===== config.mk =====
export PLATFORM = sky130hd
export DESIGN_NAME = multi_key_debounce_long_repeat_core
export DESIGN_NICKNAME = d
export VERILOG_FILES = /design/src/hdl/kdlr_pkg.sv /design/src/hdl/kdlr_lane.sv /design/src/hdl/kdlr_merge.sv /design/src/hdl/multi_key_debounce_long_repeat_core.sv
export SDC_FILE = /design/constraint.sdc
export NUM_CORES = 2
export LEC_CHECK = 0
export ABC_AREA = 1
export BUFFER_PORTS_ARGS = -buffer_cell sky130_fd_sc_hd__buf_2
export CAP_MARGIN = 20
export CORE_MARGIN = 10
export CORE_UTILIZATION = 60
export DETAILED_ROUTE_END_ITERATION = 10
export PLACE_DENSITY = 0.75
export SLEW_MARGIN = 25
export SYNTH_ARGS = -nofsm -noshare
export SYNTH_HDL_FRONTEND = slang
export SYNTH_SLANG_ARGS = --single-unit

===== constraint.sdc =====
create_clock -name clk -period 8.3 [get_ports clk]
set_input_delay 0.415 -clock clk [delete_from_list [all_inputs] [get_ports clk]]
set_output_delay 0.415 -clock clk [all_outputs]
set_load 0.05 [all_outputs]

===== src/hdl/kdlr_pkg.sv =====
package kdlr_pkg;

  localparam int KEY_COUNT = 8;

  localparam logic [7:0]  FILTER_TICKS_RST = 8'd3;
  localparam logic [15:0] LONG_TICKS_RST   = 16'd100;
  localparam logic [15:0] REPEAT_TICKS_RST = 16'd10;

  typedef enum logic [1:0] {
    PH_DEBOUNCE = 2'd0,
    PH_PRESS    = 2'd1,
    PH_LONG     = 2'd2,
    PH_REPEAT   = 2'd3
  } phase_t;

  // register index within the config space (byte address / 4)
  typedef enum logic [1:0] {
    REG_FILTER_TICKS = 2'd0,
    REG_LONG_TICKS   = 2'd1,
    REG_REPEAT_TICKS = 2'd2,
    REG_SINGLE_KEY   = 2'd3
  } reg_idx_t;

  typedef struct packed {
    logic [7:0]  filter_ticks;
    logic [15:0] long_ticks;
    logic [15:0] repeat_ticks;
    logic        single_key_mode;
  } cfg_t;

  typedef struct packed {
    logic repeat_hit;
    logic long_hit;
    logic tap_up;
    logic tap_down;
    logic released;
    logic down;
  } ev_t;

  localparam ev_t EV_RELEASED_ONLY = '{released: 1'b1, default: 1'b0};

endpackage


===== src/hdl/kdlr_lane.sv =====
module kdlr_lane (
  input  logic           clk,
  input  logic           rst,
  input  logic           advance,
  input  logic           pressed,
  input  logic           none_held,
  input  kdlr_pkg::cfg_t cfg,
  output kdlr_pkg::ev_t  ev,
  output kdlr_pkg::ev_t  ev_next
);

  kdlr_pkg::phase_t phase, phase_next;
  logic [7:0]  filter_count, filter_count_next;
  logic [15:0] hold_count, hold_count_next;
  logic [15:0] rpt_count, rpt_count_next;
  logic        press_valid, press_valid_next;

  logic [7:0]  filter_inc;
  logic [15:0] hold_inc;
  logic [15:0] repeat_inc;
  logic        gate;

  assign filter_inc = (filter_count == 8'hFF) ? filter_count : filter_count + 8'd1;
  assign hold_inc   = (hold_count == 16'hFFFF) ? hold_count : hold_count + 16'd1;
  assign repeat_inc = (rpt_count == 16'hFFFF) ? rpt_count : rpt_count + 16'd1;
  assign gate       = !cfg.single_key_mode || press_valid;

  always_ff @(posedge clk) begin
    if (rst) begin
      phase        <= kdlr_pkg::PH_DEBOUNCE;
      filter_count <= '0;
      hold_count   <= '0;
      rpt_count    <= '0;
      ev           <= kdlr_pkg::EV_RELEASED_ONLY;
      press_valid  <= 1'b0;
    end else if (advance) begin
      phase        <= phase_next;
      filter_count <= filter_count_next;
      hold_count   <= hold_count_next;
      rpt_count    <= rpt_count_next;
      ev           <= ev_next;
      press_valid  <= press_valid_next;
    end
  end

  always_comb begin
    phase_next        = phase;
    filter_count_next = filter_count;
    hold_count_next   = hold_count;
    rpt_count_next    = rpt_count;
    ev_next           = ev;
    press_valid_next  = press_valid;
    case (phase)
      kdlr_pkg::PH_DEBOUNCE: begin
        if (pressed) begin
          filter_count_next = filter_inc;
          if (filter_inc >= cfg.filter_ticks) begin
            phase_next        = kdlr_pkg::PH_PRESS;
            filter_count_next = cfg.filter_ticks;
            if (cfg.single_key_mode) begin
              press_valid_next = none_held;
            end
          end
        end else begin
          filter_count_next = '0;
          ev_next           = kdlr_pkg::EV_RELEASED_ONLY;
        end
        hold_count_next = '0;
        rpt_count_next  = '0;
      end
      kdlr_pkg::PH_PRESS: begin
        if (pressed) begin
          ev_next.released = 1'b0;
          if (gate) begin
            ev_next.down     = 1'b1;
            ev_next.tap_down = 1'b1;
          end
          phase_next = kdlr_pkg::PH_LONG;
        end else begin
          phase_next = kdlr_pkg::PH_DEBOUNCE;
        end
      end
      kdlr_pkg::PH_LONG: begin
        ev_next.tap_down = 1'b0;
        if (pressed) begin
          if (cfg.long_ticks != '0) begin
            hold_count_next = hold_inc;
            if (hold_inc >= cfg.long_ticks) begin
              ev_next.long_hit = 1'b1;
              phase_next       = kdlr_pkg::PH_REPEAT;
            end
          end
        end else begin
          ev_next.tap_up = 1'b1;
          phase_next     = kdlr_pkg::PH_DEBOUNCE;
        end
      end
      kdlr_pkg::PH_REPEAT: begin
        if (pressed) begin
          if (cfg.repeat_ticks != '0) begin
            rpt_count_next = repeat_inc;
            if (repeat_inc >= cfg.repeat_ticks) begin
              rpt_count_next = '0;
              if (gate) begin
                ev_next.repeat_hit = 1'b1;
              end
            end
          end
        end else begin
          phase_next = kdlr_pkg::PH_DEBOUNCE;
        end
      end
      default: begin
        phase_next = kdlr_pkg::PH_DEBOUNCE;
      end
    endcase
  end

endmodule


===== src/hdl/kdlr_merge.sv =====
module kdlr_merge (
  input  logic          clk,
  input  logic          rst,
  input  logic          advance,
  input  logic          result_stall,
  input  kdlr_pkg::ev_t lane_ev      [kdlr_pkg::KEY_COUNT],
  input  kdlr_pkg::ev_t lane_ev_next [kdlr_pkg::KEY_COUNT],
  output logic          none_held,
  output logic          result_valid,
  output logic [7:0]    down_flags,
  output logic [7:0]    released_flags,
  output logic [7:0]    click_down_flags,
  output logic [7:0]    click_up_flags,
  output logic [7:0]    long_flags,
  output logic [7:0]    repeat_flags
);

  logic [kdlr_pkg::KEY_COUNT-1:0] rel_now;
  logic [7:0] down_v, rel_v, cd_v, cu_v, long_v, rep_v;

  // pack lane flags into per-flag vectors; keys past bit 7 are not shown
  always_comb begin
    rel_now = '0;
    down_v  = '0;
    rel_v   = '0;
    cd_v    = '0;
    cu_v    = '0;
    long_v  = '0;
    rep_v   = '0;
    for (int k = 0; k < kdlr_pkg::KEY_COUNT; k++) begin
      rel_now[k] = lane_ev[k].released;
      if (k < 8) begin
        down_v[k] = lane_ev_next[k].down;
        rel_v[k]  = lane_ev_next[k].released;
        cd_v[k]   = lane_ev_next[k].tap_down;
        cu_v[k]   = lane_ev_next[k].tap_up;
        long_v[k] = lane_ev_next[k].long_hit;
        rep_v[k]  = lane_ev_next[k].repeat_hit;
      end
    end
  end

  assign none_held = &rel_now;

  always_ff @(posedge clk) begin
    if (rst) begin
      result_valid <= 1'b0;
    end else begin
      result_valid <= advance || (result_valid && result_stall);
    end
  end

  always_ff @(posedge clk) begin
    if (advance) begin
      down_flags       <= down_v;
      released_flags   <= rel_v;
      click_down_flags <= cd_v;
      click_up_flags   <= cu_v;
      long_flags       <= long_v;
      repeat_flags     <= rep_v;
    end
  end

endmodule


===== src/hdl/multi_key_debounce_long_repeat_core.sv =====
// Channel   | Handshake                   | Payload
// ----------+-----------------------------+------------------------------------------
// item      | item_valid / item_stall     | key_level[7:0]
// result    | result_valid / result_stall | down, released, tap down, tap up,
//           |                             | long, repeat flag vectors (8 bits each)
// config    | APB write/read              | paddr[3:2] selects register, pwdata
//
// One scan tick per clock while no result sits stalled: each key has its
// own lane, all lanes step on the same transfer, and the merge stage
// registers the six flag vectors. result_valid rises in the cycle after
// an item transfer. The result register frees itself in the cycle it is
// taken, so item_stall only rises while a result sits stalled.
// rst is synchronous and active high; it puts every key in debounce with
// only its released flag set and restores the register defaults.
module multi_key_debounce_long_repeat_core (
  input  logic        clk,
  input  logic        rst,
  // scan ticks in
  input  logic        item_valid,
  output logic        item_stall,
  input  logic [7:0]  key_level,
  // flag vectors out
  output logic        result_valid,
  input  logic        result_stall,
  output logic [7:0]  down_flags,
  output logic [7:0]  released_flags,
  output logic [7:0]  click_down_flags,
  output logic [7:0]  click_up_flags,
  output logic [7:0]  long_flags,
  output logic [7:0]  repeat_flags,
  // config
  input  logic        psel,
  input  logic        penable,
  input  logic        pwrite,
  input  logic [3:0]  paddr,
  input  logic [31:0] pwdata,
  output logic [31:0] prdata,
  output logic        pready
);

  kdlr_pkg::cfg_t     cfg;
  kdlr_pkg::reg_idx_t reg_sel;
  logic               cfg_wr;
  logic               advance;
  logic               none_held;

  kdlr_pkg::ev_t lane_ev      [kdlr_pkg::KEY_COUNT];
  kdlr_pkg::ev_t lane_ev_next [kdlr_pkg::KEY_COUNT];

  // --- config registers ---
  assign pready  = 1'b1;
  assign reg_sel = kdlr_pkg::reg_idx_t'(paddr[3:2]);
  assign cfg_wr  = psel && penable && pwrite && pready;

  always_ff @(posedge clk) begin
    if (rst) begin
      cfg.filter_ticks    <= kdlr_pkg::FILTER_TICKS_RST;
      cfg.long_ticks      <= kdlr_pkg::LONG_TICKS_RST;
      cfg.repeat_ticks    <= kdlr_pkg::REPEAT_TICKS_RST;
      cfg.single_key_mode <= 1'b0;
    end else if (cfg_wr) begin
      case (reg_sel)
        kdlr_pkg::REG_FILTER_TICKS: cfg.filter_ticks    <= pwdata[7:0];
        kdlr_pkg::REG_LONG_TICKS:   cfg.long_ticks      <= pwdata[15:0];
        kdlr_pkg::REG_REPEAT_TICKS: cfg.repeat_ticks    <= pwdata[15:0];
        kdlr_pkg::REG_SINGLE_KEY:   cfg.single_key_mode <= pwdata[0];
        default: ;
      endcase
    end
  end

  always_comb begin
    case (reg_sel)
      kdlr_pkg::REG_FILTER_TICKS: prdata = {24'd0, cfg.filter_ticks};
      kdlr_pkg::REG_LONG_TICKS:   prdata = {16'd0, cfg.long_ticks};
      kdlr_pkg::REG_REPEAT_TICKS: prdata = {16'd0, cfg.repeat_ticks};
      kdlr_pkg::REG_SINGLE_KEY:   prdata = {31'd0, cfg.single_key_mode};
      default:                    prdata = '0;
    endcase
  end

  // --- transfer control ---
  // a new tick may enter whenever the result slot is empty or being emptied
  assign item_stall = result_valid && result_stall;
  assign advance    = item_valid && !item_stall;

  // --- per-key lanes ---
  for (genvar k = 0; k < kdlr_pkg::KEY_COUNT; k++) begin : g_lane
    logic key_bit;
    if (k < 8) begin : g_in
      assign key_bit = key_level[k];
    end else begin : g_none
      assign key_bit = 1'b0;
    end

    kdlr_lane u_lane (
      .clk       (clk),
      .rst       (rst),
      .advance   (advance),
      .pressed   (key_bit),
      .none_held (none_held),
      .cfg       (cfg),
      .ev        (lane_ev[k]),
      .ev_next   (lane_ev_next[k])
    );
  end

  // --- merge and result register ---
  // none_held comes from the flags at the start of the tick
  kdlr_merge u_merge (
    .clk              (clk),
    .rst              (rst),
    .advance          (advance),
    .result_stall     (result_stall),
    .lane_ev          (lane_ev),
    .lane_ev_next     (lane_ev_next),
    .none_held        (none_held),
    .result_valid     (result_valid),
    .down_flags       (down_flags),
    .released_flags   (released_flags),
    .click_down_flags (click_down_flags),
    .click_up_flags   (click_up_flags),
    .long_flags       (long_flags),
    .repeat_flags     (repeat_flags)
  );

endmodule


==> run_results.csv <==
group,metric,value,unit
run_status,status,"finished clean",
sta,setup_viol,0,
clock_tree,cts.htree.levels,2,
synthesis,synth_top_family_by_area,"simple AND/OR/NAND/NOR gates",
clock_tree,cts_sinks,482,
global_route,antenna_found_initial,4,
route,wirelength,104000,microns
synthesis,synth-compound-area-share,15.5,%
floorplanning,std_cell_rows,89,
power,power_density,198,nW/um^2
sta,relSlewSlack,27.0,%
floorplanning,die_h,263,microns
worst_setup_path,critPathCaptureType,"flop",
route,via_per_inst,5.80,
global_route,grt_max_degree,75,
worst_setup_path,worst_ep_arrival_time,4.33,ns
hold_path,min_path_cells,3,
hold_path,holdCritStartpoint,"item_valid",
worst_setup_path,crit_fanout,17,
cells_and_area,multiInputGateArea,22600,sq um
synthesis,synth.yosys.warnings,0,
route,routedWlPerCell,17.4,microns
synthesis,ys_dominant_reg_cell,"dfxtp_1",
synthesis,yosys-mux-area-fraction,0,%
sta,min_period_over_period,47.5,%
place,dp_cells,5875,
floorplanning,io_pins,134,
place,io_buffers,98,
route,via_count,34700,
global_route,grt_pass1_wl,166000,microns
job,maxCapViolations,0,
synthesis,ys_async_sr_fraction,0,%
synthesis,synth_seq_cells,482,
worst_setup_path,r2r_slack,4.36,ns
clock_tree,ctsResizeCount,0,
sta,rsz0062_at_grt,"false",
floorplanning,core,58800,sq um
synthesis,yosys.area_share.simple,30.0,%
power,p_leak,17.1,nW
cells_and_area,drive_gt1_share,8.93,%
global_route,grt_pass1_vias,31800,
sta,worst_pin_slew,1.09,ns
synthesis,synthAdderAreaFrac,13.3,%
synthesis,ys_types,65,
hold_path,worstHoldPathType,"in -> reg",
synthesis,seq_area_frac_synth,28.6,%
clock_tree,holdBufCountCts,0,
route,drt-pass1-iter-count,6,
synthesis,synth-edff-count,48,
clock_tree,clk_path_buf_depth,3,
cells_and_area,regArea,10100,sq um
power,total_power,0.00759,W
clock_tree,cts.reportedPaths.clkPinSlew,0.06,ns
cells_and_area,nFillCells,5409,
floorplanning,die-area,69200,sq um
clock_tree,numCtsBuffers,56,
synthesis,postSynthAreaPerCell,6.91,sq um
sta,hold_violations,0,
route,drc,0,
place,dp_hpwl,72900,microns
cells_and_area,nNetsFinal,5587,
synthesis,synth_xor_xnor_area_share,4.84,%
clock_tree,clkLatencyLatePin,0.64,ns
global_route,grt-ovfl-total,0,
clock_tree,cts_tree,"built",
place,postPlaceCellArea,36300,sq um
worst_setup_path,worstSetupPathType,"reg -> reg",
cells_and_area,area.growth.synth_to_final,7.93,%
worst_setup_path,critPathRequiredTime,8.68,ns
worst_setup_path,reg2reg_from,"g_lane[2].u_lane.rpt_count[0]",
clock_tree,cts_setup_buffers,0,
power,max-vdd-ir-drop,0.000181,V
worst_setup_path,start_kind,"flop",
worst_setup_path,reg2reg_depth,17,
worst_setup_path,r2r_end,"u_merge.repeat_flags[2]",
global_route,grt_use_total,28.7,%
place,gp_congestion,0.972,
sta,fin_setup_tns,0,ns
route,postRouteAntennaNets,0,
cells_and_area,fin_area,38200,sq um
cells_and_area,stdcell_count,5980,
clock_tree,cts.root.buffer_cell,"clkbuf_16",
synthesis,synthesis.area,35400,sq um
hold_path,min_to,"u_merge.result_valid",
cells_and_area,fin_util,65.0,%
synthesis,synth_cells,5127,
sta,skew,0.0193,ns
route,first_iter_violations,2827,
sta,fin_crit,3.94,ns
sta,fmax,254,MHz
floorplanning,die_x,263,microns
floorplanning,start_util,60.3,%
sta,slew_violations,0,
## final cells by class
class                      count  area share [%]
multi-input combinational   3976            59.1
sequential                   482            26.5
inverter                     525            5.17
clock buffer                  70            4.01
tap                          773            2.53
timing repair buffer         119            1.72
clock inverter                34           0.952
antenna                        1         0.00654
## logic make-up after synthesis
kind of cell | after synthesis
and+or+nand+nor | 2431
AOI/OAI and AO/OA | 957
buffers and inverters | 684
DFF | 482
adders and majority gates | 376
xor gates and xnor gates | 195
other | 2
## worst max path at each step
| stage | end | depth (start not counted) | slack, ns | from |
|---|---|---|---|---|
| 2_1_floorplan | u_merge.click_down_flags[0] | 6 | 5.24 | u_merge.result_valid |
| 3_3_place_gp | u_merge.repeat_flags[2] | 17 | 4.52 | g_lane[2].u_lane.rpt_count[0] |
| 3_5_place_dp | u_merge.repeat_flags[2] | 17 | 4.46 | g_lane[2].u_lane.rpt_count[0] |
| 4_1_cts | u_merge.repeat_flags[2] | 17 | 4.46 | g_lane[2].u_lane.rpt_count[0] |
| 5_1_grt | g_lane[2].u_lane.ev[5] | 19 | 4.04 | g_lane[2].u_lane.rpt_count[0] |
| 6_report | u_merge.repeat_flags[2] | 17 | 4.36 | g_lane[2].u_lane.rpt_count[0] |
## metal layers
| metal | vias up | track usage [%] | part of all wire [%] |
|---|---|---|---|
| met3 | 223 | 3.91 | 8.4 |
| met4 | 6 | 10.9 | 3.7 |
| met1 | 15900 | 38.4 | 44 |
| met2 | 1278 | 46.3 | 44 |
| li1 | 17300 | - | - |
| met5 | - | 0 | 0.040 |
## Yosys cell counts, types with 71 or more instances
| cell type | number | area, sq um |
|---|---|---|
| nor2_1 | 384 | 1440 |
| inv_1 | 453 | 1700 |
| nand4_1 | 211 | 1320 |
| a21oi_1 | 541 | 2710 |
| o21ai_0 | 182 | 911 |
| dfxtp_1 | 434 | 8690 |
| xor2_1 | 140 | 1230 |
| o211ai_1 | 71 | 533 |
| ha_1 | 376 | 4700 |
| nor3_1 | 98 | 490 |
| clkbuf_1 | 89 | 334 |
| nand3_1 | 187 | 936 |
| nand2_1 | 1396 | 5240 |
## sequential cells by signal (all words and copies together) (netlist names), 16 cells and up
register                    count
cfg                            41
g_lane.u_lane.ev               48
g_lane.u_lane.filter_count     64
g_lane.u_lane.hold_count      128
g_lane.u_lane.phase            16
g_lane.u_lane.rpt_count       128
## power breakdown
| part | internal [W] | switching, W | leakage, nW |
|---|---|---|---|
| clock | 0.00153 | 0.00108 | 0.941 |
| combinational | 0.000685 | 0.00162 | 12.2 |
| sequential | 0.00253 | 0.000146 | 3.98 |
## cell usage in the layout, fill, tap and decap left out, types with 8 or more instances in the layout
master and instances:
o21ai_0 182, conb_1 17, o211ai_1 71, a31oi_1 8
xor2_1 140, or2_2 13, nor3_4 9, edfxtp_1 48
buf_2 97, nand4_1 211, nor3_2 9, xnor2_1 54
nor4_1 18, o21ai_1 17, dfxtp_1 434, nor2_1 384
nand2_2 35, nand3_1 187, clkinv_1 10, buf_4 21
a211oi_2 8, o22ai_1 8, ha_1 376, nor2_2 36
o2111ai_1 8, a22oi_1 8, inv_1 453, nor3_1 98
clkinv_2 14, a21oi_2 43, clkbuf_16 57, nand2_1 1395
a21oi_1 541, o21a_1 23, inv_2 66
## worst max-delay path: stages, from the launching register on
cell and delay, ns:
dfxtp_1 0.46, ha_1 0.25, nand3_1 0.14, nor2_2 0.23
nand4_1 0.53, nor2_1 0.25, nor2_1 0.10, ha_1 0.30
inv_1 0.06, nor2_1 0.04, o21ai_0 0.13, nand2_1 0.07
nand2_1 0.06, o2111ai_1 0.09, nand2_1 0.46, nand2_1 0.31
nand2_1 0.16, nand2_1 0.06
## per-stage QoR
| step | setup WS [ns] | hold slack (ns) |
|---|---|---|
| after floorplan | 5.24 | 0.424 |
| after global placement | 4.52 | 0.433 |
| after detailed placement | 4.46 | 0.440 |
| after CTS | 4.46 | 0.0334 |
| after global routing | 4.04 | 0.0579 |
| final | 4.36 | 0.0480 |
(Power assumes the default switching activity.)
